--- src/srle_pkg.sv ---
// shared constants and types for the sprite row run-length encoder
`default_nettype none
package srle_pkg;

  localparam int ROW_MAX  = 32;
  localparam int ROWS_MAX = 1024;

  localparam int PIX_W   = 8;
  localparam int COL_W   = $clog2(ROW_MAX);
  localparam int WIDTH_W = 6;
  localparam int COUNT_W = 11;
  localparam int CFG_W   = COUNT_W;
  localparam int TDATA_W = 48;
  localparam int TUSER_W = 2;

  localparam logic [PIX_W-1:0] BYTE_EMPTY = 8'hff;
  localparam logic [PIX_W-1:0] BYTE_SOLID = 8'hfe;

  localparam logic CFG_ROW_WIDTH = 1'b0;
  localparam logic CFG_ROW_COUNT = 1'b1;

  typedef struct packed {
    logic               en;
    logic [COL_W-1:0]   addr;
    logic [PIX_W-1:0]   data;
  } ram_wr_t;

  typedef struct packed {
    logic               en;
    logic [COL_W-1:0]   addr;
  } ram_rd_t;

  typedef struct packed {
    logic               live;
    logic [COUNT_W-1:0] pend;
    logic [COL_W-1:0]   lead;
    logic [COL_W-1:0]   last_addr;
    logic               solid;
    logic [WIDTH_W-1:0] run;
    logic               frame_end;
    logic [COUNT_W-1:0] skipped;
    logic [COUNT_W-1:0] rows;
  } job_t;

endpackage
`default_nettype wire

--- src/srle_row_ram.sv ---
// row pixel memory, one write port and one registered read port
`default_nettype none
module srle_row_ram (
  input  wire                       clk,
  input  srle_pkg::ram_wr_t         wr,
  input  srle_pkg::ram_rd_t         rd,
  output logic [srle_pkg::PIX_W-1:0] rdata
);

  logic [srle_pkg::PIX_W-1:0] mem [srle_pkg::ROW_MAX];

  always_ff @(posedge clk) begin
    if (wr.en) begin
      mem[wr.addr] <= wr.data;
    end
  end

  always_ff @(posedge clk) begin
    if (rd.en) begin
      rdata <= mem[rd.addr];
    end
  end

endmodule
`default_nettype wire

--- src/srle_scan.sv ---
// per-pixel row statistics and frame counters, launches row encode jobs
`default_nettype none
module srle_scan (
  input  wire                           clk,
  input  wire                           rst,
  input  wire                           pix_valid,
  input  wire  [srle_pkg::PIX_W-1:0]    pix,
  input  wire  [srle_pkg::WIDTH_W-1:0]  width_eff,
  input  wire  [srle_pkg::COUNT_W-1:0]  count_eff,
  output srle_pkg::ram_wr_t             wr,
  output logic                          job_start,
  output srle_pkg::job_t                job
);

  logic [srle_pkg::COL_W-1:0]   column;
  logic                         live;
  logic [srle_pkg::COL_W-1:0]   first_nz;
  logic [srle_pkg::COL_W-1:0]   last_nz;
  logic [srle_pkg::WIDTH_W-1:0] zeros_after;
  logic                         content_seen;
  logic [srle_pkg::COUNT_W-1:0] row_index;
  logic [srle_pkg::COUNT_W-1:0] skipped;
  logic [srle_pkg::COUNT_W-1:0] pending;
  logic [srle_pkg::COUNT_W-1:0] rows_out;

  logic                         nz;
  logic                         live_next;
  logic [srle_pkg::COL_W-1:0]   first_next;
  logic [srle_pkg::COL_W-1:0]   last_next;
  logic [srle_pkg::WIDTH_W-1:0] zeros_next;
  logic [srle_pkg::WIDTH_W-1:0] col_plus;
  logic                         row_end;
  logic [srle_pkg::COL_W-1:0]   trailing;
  logic [srle_pkg::COUNT_W-1:0] index_next;
  logic                         frame_end;
  logic [srle_pkg::COUNT_W-1:0] skipped_next;
  logic [srle_pkg::COUNT_W-1:0] pending_next;
  logic [srle_pkg::COUNT_W-1:0] rows_next;

  always_comb begin
    nz         = (pix != '0);
    live_next  = live | nz;
    first_next = (!live && nz) ? column : first_nz;
    last_next  = nz ? column : last_nz;
    zeros_next = (!nz && live) ? zeros_after + 1'b1 : zeros_after;
    col_plus   = {{(srle_pkg::WIDTH_W-srle_pkg::COL_W){1'b0}}, column} + 1'b1;
    row_end    = (col_plus >= width_eff);
    trailing   = column - last_next;
    index_next = row_index + 1'b1;
    frame_end  = (index_next >= count_eff);
    if (live_next) begin
      skipped_next = skipped;
      pending_next = '0;
      rows_next    = rows_out + pending + 1'b1;
    end else begin
      skipped_next = content_seen ? skipped : skipped + 1'b1;
      pending_next = content_seen ? pending + 1'b1 : pending;
      rows_next    = rows_out;
    end
  end

  assign wr.en   = pix_valid;
  assign wr.addr = column;
  assign wr.data = pix;

  assign job_start = pix_valid && row_end && (live_next || frame_end);

  assign job.live      = live_next;
  assign job.pend      = pending;
  assign job.lead      = first_next;
  assign job.last_addr = last_next;
  assign job.solid     = (zeros_next == {{(srle_pkg::WIDTH_W-srle_pkg::COL_W){1'b0}}, trailing});
  assign job.run       = {{(srle_pkg::WIDTH_W-srle_pkg::COL_W){1'b0}}, last_next - first_next}
                         + 1'b1;
  assign job.frame_end = frame_end;
  assign job.skipped   = skipped_next;
  assign job.rows      = rows_next;

  always_ff @(posedge clk) begin
    if (rst) begin
      column       <= '0;
      live         <= 1'b0;
      first_nz     <= '0;
      last_nz      <= '0;
      zeros_after  <= '0;
      content_seen <= 1'b0;
      row_index    <= '0;
      skipped      <= '0;
      pending      <= '0;
      rows_out     <= '0;
    end else if (pix_valid) begin
      if (!row_end) begin
        column      <= col_plus[srle_pkg::COL_W-1:0];
        live        <= live_next;
        first_nz    <= first_next;
        last_nz     <= last_next;
        zeros_after <= zeros_next;
      end else begin
        column      <= '0;
        live        <= 1'b0;
        first_nz    <= '0;
        last_nz     <= '0;
        zeros_after <= '0;
        if (frame_end) begin
          content_seen <= 1'b0;
          row_index    <= '0;
          skipped      <= '0;
          pending      <= '0;
          rows_out     <= '0;
        end else begin
          content_seen <= content_seen | live_next;
          row_index    <= index_next;
          skipped      <= skipped_next;
          pending      <= pending_next;
          rows_out     <= rows_next;
        end
      end
    end
  end

endmodule
`default_nettype wire

--- src/srle_emit.sv ---
// row encode sequencer, reads the row memory and drives the result register
`default_nettype none
module srle_emit (
  input  wire                           clk,
  input  wire                           rst,
  input  wire                           job_start,
  input  srle_pkg::job_t                job_in,
  output logic                          idle,
  output srle_pkg::ram_rd_t             rd,
  input  wire  [srle_pkg::PIX_W-1:0]    rdata,
  output logic                          m_tvalid,
  input  wire                           m_tready,
  output logic [srle_pkg::TDATA_W-1:0]  m_tdata,
  output logic                          m_tlast,
  output logic [srle_pkg::TUSER_W-1:0]  m_tuser
);

  typedef enum logic [2:0] {
    S_IDLE,
    S_PEND,
    S_LEAD,
    S_SOLID,
    S_RUN,
    S_DATA,
    S_NULL
  } state_t;

  state_t                       state;
  srle_pkg::job_t               job;
  logic [srle_pkg::COL_W-1:0]   cur;

  logic [srle_pkg::PIX_W-1:0]   out_byte;
  logic                         byte_valid;
  logic [srle_pkg::COUNT_W-1:0] repeat_res;
  logic                         frame_done;
  logic [srle_pkg::COUNT_W-1:0] leading_empty;
  logic [srle_pkg::COUNT_W-1:0] encoded_rows;

  logic                         adv;
  logic                         data_final;

  assign adv        = !m_tvalid || m_tready;
  assign data_final = (cur == job.last_addr);
  assign idle       = (state == S_IDLE);

  always_comb begin
    rd.en   = 1'b0;
    rd.addr = job.lead;
    if (adv && state == S_RUN) begin
      rd.en   = 1'b1;
      rd.addr = job.lead;
    end else if (adv && state == S_DATA && !data_final) begin
      rd.en   = 1'b1;
      rd.addr = cur + 1'b1;
    end
  end

  assign m_tdata = {{(srle_pkg::TDATA_W - srle_pkg::PIX_W - 3*srle_pkg::COUNT_W){1'b0}},
                    encoded_rows, leading_empty, repeat_res, out_byte};
  assign m_tuser = {frame_done, byte_valid};

  always_ff @(posedge clk) begin
    if (rst) begin
      state    <= S_IDLE;
      m_tvalid <= 1'b0;
      m_tlast  <= 1'b0;
    end else begin
      if (state == S_IDLE) begin
        if (m_tready) begin
          m_tvalid <= 1'b0;
        end
        if (job_start) begin
          job <= job_in;
          if (!job_in.live) begin
            state <= S_NULL;
          end else if (job_in.pend != '0) begin
            state <= S_PEND;
          end else begin
            state <= S_LEAD;
          end
        end
      end else if (adv) begin
        m_tvalid      <= 1'b1;
        m_tlast       <= 1'b0;
        byte_valid    <= 1'b1;
        repeat_res    <= {{(srle_pkg::COUNT_W-1){1'b0}}, 1'b1};
        frame_done    <= job.frame_end;
        leading_empty <= job.frame_end ? job.skipped : '0;
        encoded_rows  <= job.frame_end ? job.rows : '0;
        unique case (state)
          S_PEND: begin
            out_byte   <= srle_pkg::BYTE_EMPTY;
            repeat_res <= job.pend;
            state      <= S_LEAD;
          end
          S_LEAD: begin
            out_byte <= {{(srle_pkg::PIX_W-srle_pkg::COL_W){1'b0}}, job.lead};
            state    <= job.solid ? S_SOLID : S_RUN;
          end
          S_SOLID: begin
            out_byte <= srle_pkg::BYTE_SOLID;
            state    <= S_RUN;
          end
          S_RUN: begin
            out_byte <= {{(srle_pkg::PIX_W-srle_pkg::WIDTH_W){1'b0}}, job.run};
            cur      <= job.lead;
            state    <= S_DATA;
          end
          S_DATA: begin
            out_byte <= rdata;
            if (data_final) begin
              m_tlast <= 1'b1;
              state   <= S_IDLE;
            end else begin
              cur <= cur + 1'b1;
            end
          end
          S_NULL: begin
            out_byte   <= '0;
            byte_valid <= 1'b0;
            m_tlast    <= 1'b1;
            state      <= S_IDLE;
          end
          default: begin
            state <= S_IDLE;
          end
        endcase
      end
    end
  end

endmodule
`default_nettype wire

--- src/sprite_row_rle_encoder.sv ---
// sprite row encoder with transparent run trimming and empty-row markers
//
// pixels enter on the s_ group, one 8-bit colour per request, raster order.
// each complete row with content is encoded on the m_ group: lead byte,
// optional 0xfe, run length and run bytes, preceded by one 0xff with a
// repeat count for held empty rows. tlast marks the final result of the
// pixel that caused it. the cfg channel sets row width and row count; the
// user must write it only while idle; the block does not enforce this.
// the row-closing pixel writes the row memory, then the sequencer emits its
// k results (up to width plus four), one per cycle while the receiver is
// ready, through the output register, reading run bytes from the row
// memory's registered read port; s_tready is low meanwhile. the closing
// pixel starts the sequencer, whose first state then loads the first
// result into the output register. when the receiver stalls, the output
// register holds and the sequencer waits. reset clears all counters and
// the sequencer; the row memory needs no clearing since every byte read
// was written in the same row.
`default_nettype none
module sprite_row_rle_encoder (
  input  wire                           clk,
  input  wire                           rst,
  input  wire                           s_tvalid,
  output logic                          s_tready,
  input  wire  [srle_pkg::PIX_W-1:0]    s_tdata,   // pixel
  output logic                          m_tvalid,
  input  wire                           m_tready,
  // out_byte, repeat_res, leading_empty, encoded_rows, zero fill
  output logic [srle_pkg::TDATA_W-1:0]  m_tdata,
  output logic                          m_tlast,
  output logic [srle_pkg::TUSER_W-1:0]  m_tuser,   // byte_valid, frame_done
  input  wire                           cfg_valid,
  output logic                          cfg_ready,
  input  wire                           cfg_index,
  input  wire  [srle_pkg::CFG_W-1:0]    cfg_data
);

  logic [srle_pkg::WIDTH_W-1:0] row_width;
  logic [srle_pkg::COUNT_W-1:0] row_count;
  logic [srle_pkg::WIDTH_W-1:0] width_eff;
  logic [srle_pkg::COUNT_W-1:0] count_eff;

  logic                         pix_valid;
  logic                         idle;
  logic                         job_start;
  srle_pkg::job_t               job;
  srle_pkg::ram_wr_t            wr;
  srle_pkg::ram_rd_t            rd;
  logic [srle_pkg::PIX_W-1:0]   rdata;

  assign cfg_ready = 1'b1;
  assign s_tready  = idle;
  assign pix_valid = s_tvalid && s_tready;

  always_ff @(posedge clk) begin
    if (rst) begin
      row_width <= srle_pkg::WIDTH_W'(srle_pkg::ROW_MAX);
      row_count <= srle_pkg::COUNT_W'(1);
    end else if (cfg_valid && cfg_ready) begin
      unique case (cfg_index)
        srle_pkg::CFG_ROW_WIDTH: row_width <= cfg_data[srle_pkg::WIDTH_W-1:0];
        srle_pkg::CFG_ROW_COUNT: row_count <= cfg_data[srle_pkg::COUNT_W-1:0];
        default: ;
      endcase
    end
  end

  always_comb begin
    if (row_width == '0) begin
      width_eff = srle_pkg::WIDTH_W'(1);
    end else if (row_width > srle_pkg::WIDTH_W'(srle_pkg::ROW_MAX)) begin
      width_eff = srle_pkg::WIDTH_W'(srle_pkg::ROW_MAX);
    end else begin
      width_eff = row_width;
    end
    if (row_count == '0) begin
      count_eff = srle_pkg::COUNT_W'(1);
    end else if (row_count > srle_pkg::COUNT_W'(srle_pkg::ROWS_MAX)) begin
      count_eff = srle_pkg::COUNT_W'(srle_pkg::ROWS_MAX);
    end else begin
      count_eff = row_count;
    end
  end

  srle_scan u_scan (
    .clk       (clk),
    .rst       (rst),
    .pix_valid (pix_valid),
    .pix       (s_tdata),
    .width_eff (width_eff),
    .count_eff (count_eff),
    .wr        (wr),
    .job_start (job_start),
    .job       (job)
  );

  srle_row_ram u_ram (
    .clk   (clk),
    .wr    (wr),
    .rd    (rd),
    .rdata (rdata)
  );

  srle_emit u_emit (
    .clk       (clk),
    .rst       (rst),
    .job_start (job_start),
    .job_in    (job),
    .idle      (idle),
    .rd        (rd),
    .rdata     (rdata),
    .m_tvalid  (m_tvalid),
    .m_tready  (m_tready),
    .m_tdata   (m_tdata),
    .m_tlast   (m_tlast),
    .m_tuser   (m_tuser)
  );

endmodule
`default_nettype wire

--- config.mk ---
export PLATFORM = sky130hd
export DESIGN_NAME = sprite_row_rle_encoder
export DESIGN_NICKNAME = d
export VERILOG_FILES = /design/src/srle_pkg.sv /design/src/srle_row_ram.sv /design/src/srle_scan.sv /design/src/srle_emit.sv /design/src/sprite_row_rle_encoder.sv
export SDC_FILE = /design/constraint.sdc
export NUM_CORES = 1
export LEC_CHECK = 0
export ABC_AREA = 1
export BUFFER_PORTS_ARGS = -buffer_cell sky130_fd_sc_hd__buf_2
export CAP_MARGIN = 20
export CORE_UTILIZATION = 50
export DETAILED_ROUTE_END_ITERATION = 10
export PLACE_DENSITY = 0.67
export SLEW_MARGIN = 40
export SYNTH_ARGS = -nofsm -noshare
export SYNTH_HDL_FRONTEND = slang
export SYNTH_HIERARCHICAL = 1
export SYNTH_SLANG_ARGS = --single-unit
export TNS_END_PERCENT = 1
--- constraint.sdc ---
create_clock -name clk -period 13.5 [get_ports clk]
set_input_delay 2.7 -clock clk [delete_from_list [all_inputs] [get_ports clk]]
set_output_delay 2.7 -clock clk [all_outputs]
set_load 0.05 [all_outputs]
# ---- Word level (Yosys, flattened, before mapping)
# Memory sizes are Yosys's and may differ from the RTL's. A register that Yosys moved wholly into a read port is not among the register bits.
# Index checks and enable logic that the tools add are counted.
# Widths: inputs -> output; s select.
dict set report word_totals {
  register_bits 188
  ram_bits 256
  in_bits 25
  out_inout_bits 54
  word_cells 140
  memories 1
}
# name words width read_ports rd_ports_with_merged_regs write_ports line_no
set mem_list {}
lappend mem_list {u_ram.mem 32 8 1 1 1 srle_row_ram.sv:10} ;# logic [srle_pkg::PIX_W-1:0] mem [srle_pkg::ROW_MAX];
dict set report op_classes {
  addsub 11
  n_lt_le_gt_ge 4
  n_eq_ne 12
  n_mux 43
  n_bitwise 5
  n_reduce_logical 34
}
# operator count
set op_table {}
lappend op_table {{$mux 11} 11}
lappend op_table {{$pmux 8 s6} 1}
lappend op_table {{$add 11x1->11 const B} 4}
lappend op_table {{$mux 6} 6}
lappend op_table {{$mux 5} 6}
lappend op_table {{$mux 3} 6}
lappend op_table {{$pmux 3 s5} 1}
lappend op_table {{$add 5x1->6 const B} 2}
lappend op_table {{$reduce_and 3->1} 4}
lappend op_table {{$add 11x11->11} 1}
lappend op_table {{$ge 11x11->1} 1}
lappend op_table {{$gt 11x11->1 const B} 1}
lappend op_table {{$logic_not 11->1} 1}
lappend op_table {{$reduce_bool 11->1} 1}
lappend op_table {{$pmux 5 s2} 1}
lappend op_table {{$reduce_and 2->1} 5}
lappend op_table {{$sub 5x5->5} 2}
lappend op_table {{$eq 3x3->1 const B} 3}
lappend op_table {{$mux 1} 9}
lappend op_table {{$logic_and 1x1->1} 8}
lappend op_table {{$reduce_bool 8->1} 1}
lappend op_table {{$add 6x1->6 const B} 1}
lappend op_table {{$eq 3x2->1 const B} 2}
lappend op_table {{$eq 6x5->1} 1}
lappend op_table {{21 further kinds} 30}

# ---- Logic depth before layout (Yosys ltp)
dict set report depth {
  word_depth 8
  mapped_depth 22
  ltp_nobuf 21
}

# ---- Hierarchy
# The synthesis kept the hierarchy.
# mod instances cells_per_inst area_per_inst_um2 seq_area_each_um2
set modules_own_cells {}
lappend modules_own_cells {srle_row_ram 1 922 10866.7 7927.6}
lappend modules_own_cells {srle_scan 1 869 5417.7 1341.3}
lappend modules_own_cells {srle_emit 1 338 4185.3 3072.9}
lappend modules_own_cells {sprite_row_rle_encoder 1 112 819.5 340.3}

# ---- Worst setup path after synthesis
# Ideal clock, no wire load.
dict set report synth_path {
  path_kind {input -> register}
  startpoint {input s_tdata[1] (netlist bit)}
  endpoint {register u_emit/job[0] (netlist bit), enable pin}
  setup_ns 0.523
  arrival_time_ns 7.049
  required_ns 12.977
  setup_slack_ns 5.928
  stages 9
  path_buffers 1
  cell_sequence {nor2_1 > nand2_1 > nor2_8 > nand2_4 > clkinv_2 > buf_4 > a21oi_1 > inv_1 > nor3_1}
}
dict set report synth_between {
  elab_chain_len 5
}
# item line_no
set synth_rtl {}
lappend synth_rtl {{start: declaration} sprite_row_rle_encoder.sv:24} ;# input wire [srle_pkg::PIX_W-1:0] s_tdata,
lappend synth_rtl {{$reduce_bool 8->1} srle_scan.sv:41} ;# nz = (pix != '0);
lappend synth_rtl {{$or 1x1->1} srle_scan.sv:42} ;# live_next = live | nz;
lappend synth_rtl {{$logic_or 1x1->1} srle_scan.sv:66} ;# assign job_start = pix_valid && row_end && (live_next || frame_end);
lappend synth_rtl {{$logic_and 1x1->1} srle_scan.sv:66}
lappend synth_rtl {{net job_start} sprite_row_rle_encoder.sv:44} ;# logic job_start;
lappend synth_rtl {{$reduce_and 3->1 (no source line)} n/a}
lappend synth_rtl {{end signal: assignment} srle_emit.sv:73} ;# job <= job_in;
lappend synth_rtl {{end: declaration} srle_emit.sv:29} ;# srle_pkg::job_t job;
# The timed path passes the listed nets, and every way through them passes these cells.
# A chain may end at the register's enable or synchronous reset.

==> impl_summary.log <==
[metrics] hold_buf cts: 0
[metrics] number of setup violations in the final report: 0
[metrics] Max Fanout on Critical Path: 66
[metrics] vias: 15300
[metrics] placed wire-length estimate after detailed placement: 30000 um
[metrics] antenna violations before repair: 0
[metrics] Pwr Density: 158 nW/um^2
[metrics] cell area after synthesis: 21300 sq um
[metrics] area used by sequential logic in the layout: 12700 sq um
[metrics] Async SR Flop Fraction: 0%
[metrics] aggregate global-route resource usage: 22.5%
[metrics] number of inserted diodes: 0
[metrics] startpoint kind of the worst setup timing path: input pin
[metrics] setup TNS after final layout: 0 ns
[metrics] signed area change from the synthesized netlist to the final layout: 9.92%
[metrics] leading cell types in the layout, fill and taps excluded: 729 x nand2_1, 363 x edfxtp_1, 267 x nand3_1, 197 x inv_1, 127 x nor2_1
[metrics] share of synthesized area occupied by flip-flops and latches: 59.6%
[metrics] Nets: 2343
[metrics] Seq pwr share: 44.4%
[metrics] met2 WL post-DR: 21500 um
[metrics] leakage power: 9.32 nW
[metrics] run status: complete, no violations
[metrics] overall routed net length: 48100 um
[metrics] max-slew violations: 0
[metrics] clock buffers created by TritonCTS: 49
[metrics] final worst path period need: 5.41 ns
[metrics] flip-flop and latch count after synthesis: 452
[metrics] routability cong.: 0.883
[metrics] number of levels in the clock H-tree: 2
[metrics] per-cell routed wire length: 16.9 um
[metrics] unrepaired setup endpoints after global routing: no
[metrics] most frequent standard cell in the layout excluding fill and tap cells: nand2_1
[metrics] floorplan die area: 43400 sq um
[metrics] average vias per placed instance: 5.38
[metrics] Distinct cells, synth: 46
[metrics] remaining antenna violation count: 0
[metrics] maximum vdd drop: 0.0000970 V
[metrics] fmax: 185 MHz
[metrics] Final WS setup: 8.09 ns
[metrics] number of synthesized flops with an enable pin: 363
[metrics] share of power burned in combinational logic: 19.5%
[metrics] Arrival @ worst endpoint: 5.76 ns
[metrics] post-route clock period utilization: 40.1%
[metrics] clock sink count: 452
[metrics] measured slew at the worst slew-check pin: 0.853 ns
[metrics] fraction of power spent switching nets: 30.2%
[metrics] Crit path required time: 13.84 ns
[metrics] post-CTS clock slew at the launch and capture registers of the worst setup and hold paths: 0.06 ns
[metrics] total met3 wirelength after detailed routing: 3680 um
[metrics] Mapped Cells: 2241
[metrics] top routing layer used: met4
[metrics] number of search-and-repair iterations in the first detailed-routing pass: 5
[metrics] Remaining DRCs: 0
[metrics] clock tree root buffer cell: clkbuf_16
[metrics] Clock Power Share: 36.2%
[metrics] overall overflow remaining after global route: 0
[metrics] Hold/Removal Path Class: reg2reg
[metrics] 1st-iter DRT viols: 1290
[metrics] # resized after CTS: 0
[metrics] relative slew slack: 42.9%
[metrics] Routed met1 length: 21500 um
[metrics] Clock Latency Late Sink: 0.59 ns
[metrics] multi-input combinational cell area: 7130 sq um
[metrics] final standard cell utilization of the core: 55.8%
[metrics] largest net degree at the start of global routing: 85
[metrics] Switch Pwr: 1.12 mW
[metrics] CTS tree: done
[metrics] count of buffers inserted at the top-level ports: 70
[metrics] wire length of the first global-routing pass: 78100 um
[metrics] synthesized area per cell: 9.50 sq um
[metrics] proportion of layout cells with a drive suffix above 1: 10.0%
[metrics] post-placement setup slack: 7.48 ns
[metrics] number of global-route vias before repair: 14700
[metrics] Filler cells: 3598
[metrics] reported max-cap violation count: 0
[metrics] type of element capturing the critical path: flop
[metrics] die outline height: 208 um
[metrics] number of setup buffers added after CTS: 0
[metrics] final number of hold-violating endpoints: 0
[metrics] Yosys Warn Count: 6
[metrics] internal power contribution: 2.59 mW
[metrics] skew final: 0.0222 ns
[metrics] deepest clock path buffer count: 3
[metrics] number of placement rows: 75
[metrics] number of top-level design ports: 79
[metrics] initial standard-cell utilization of the core: 50.8%
[metrics] dominant synthesized flop cell: edfxtp_1
[metrics] area of the core: 41900 sq um
[metrics] Worst Setup Path Type: in2reg
[metrics] horizontal die dimension: 208 um
-- layout make-up --
class	instances	area share [%]
inverter	213	3.46
clock buffer	62	5.62
clock inverter	27	1.26
tap	539	2.88
sequential	452	54.2
multi-input combinational	1472	30.4
timing repair buffer	85	2.13
-- synthesized netlist by cell type, types with 26 or more instances --
cell type / number / area share (%)
o21ai_0: 30 / 0.71
edfxtp_1: 363 / 51
ha_1: 42 / 2.5
a21oi_1: 92 / 2.2
dfxtp_1: 89 / 8.4
nor2_1: 139 / 2.5
buf_6: 31 / 1.6
nand2_1: 729 / 13
nand3_1: 267 / 6.3
inv_1: 198 / 3.5
xor2_1: 26 / 1.1
buf_4: 27 / 0.95
-- flip-flops by register name, indices dropped and copies added (netlist names), 3 cells and up --
register / flops
u_emit/job: 51
row_count: 11
u_scan/last_nz: 5
u_scan/column: 5
u_emit/out_byte: 8
u_emit/leading_empty: 11
u_emit/state: 3
u_scan/pending: 11
u_ram/rdata: 8
u_scan/skipped: 11
row_width: 6
u_scan/zeros_after: 6
u_scan/first_nz: 5
u_emit/cur: 5
u_scan/rows_out: 11
u_scan/row_index: 11
u_emit/repeat_res: 11
u_emit/encoded_rows: 11
u_ram/mem: 256
-- worst paths after layout --
| path | startpoint | endpoint | slack [ns] | depth (start not counted) |
|---|---|---|---|---|
| setup / recovery | m_tready | u_ram/rdata[1] | 8.09 | 16 |
| hold / removal | u_scan/first_nz[2] | u_scan/first_nz[2] | 0.46 | 2 |
| hold reg to reg | u_scan/first_nz[2] | u_scan/first_nz[2] | 0.46 | 2 |
| setup reg to reg | u_emit/cur[0] | u_ram/rdata[1] | 9.61 | 18 |
-- routing by layer --
metal	vias up	track usage (%)
met3	87	3.76
met5	-	0
li1	7485	-
met2	539	34.5
met1	7224	32.5
met4	0	7.59
-- metrics by stage --
stage          instances  cell area, sq um  power, mW  hold WS, ns
6_report            2850             23400       3.70        0.464
3_5_place_dp        2760             21700       2.39        0.455
5_1_grt             2850             23400       3.87        0.491
4_1_cts             2849             23400       3.73        0.465
2_1_floorplan       2247             21300       2.22        0.442
3_3_place_gp        2759             21700       2.37        0.450
-- cell families after synthesis --
kind of cell,after synthesis,synth area share [%]
AND/OR/NAND/NOR,1213,24.3
flip-flops,452,59.6
buffers and inverters,323,7.43
AO/OA/AOI/OAI,171,4.49
adder cells (fa/ha/maj),45,2.75
XOR/XNOR,35,1.44
other,2,0.0353
-- power groups by stage --
stage / clock, mW / sequential [mW] / combinational [mW]
CTS: 1.37 / 1.64 / 0.721
finish: 1.34 / 1.64 / 0.721
global placement: 0 / 1.67 / 0.697
floorplan: 0 / 1.77 / 0.452
global route: 1.42 / 1.65 / 0.797
detailed placement: 0 / 1.67 / 0.716
-- worst max-delay path, cell delays in order --
cell	delay [ns]
buf_2	0.09
or2_2	0.36
nand3_4	0.15
nand2_1	0.10
o21ai_4	0.07
buf_4	0.44
clkinv_4	0.52
buf_4	0.51
nand2_1	0.15
nand3_1	0.10
nand3_1	0.16
nand2_1	0.07
nand2_1	0.06
nand2_1	0.09
nand2_1	0.07
nand2_1	0.05
(Power assumes the default switching activity.)
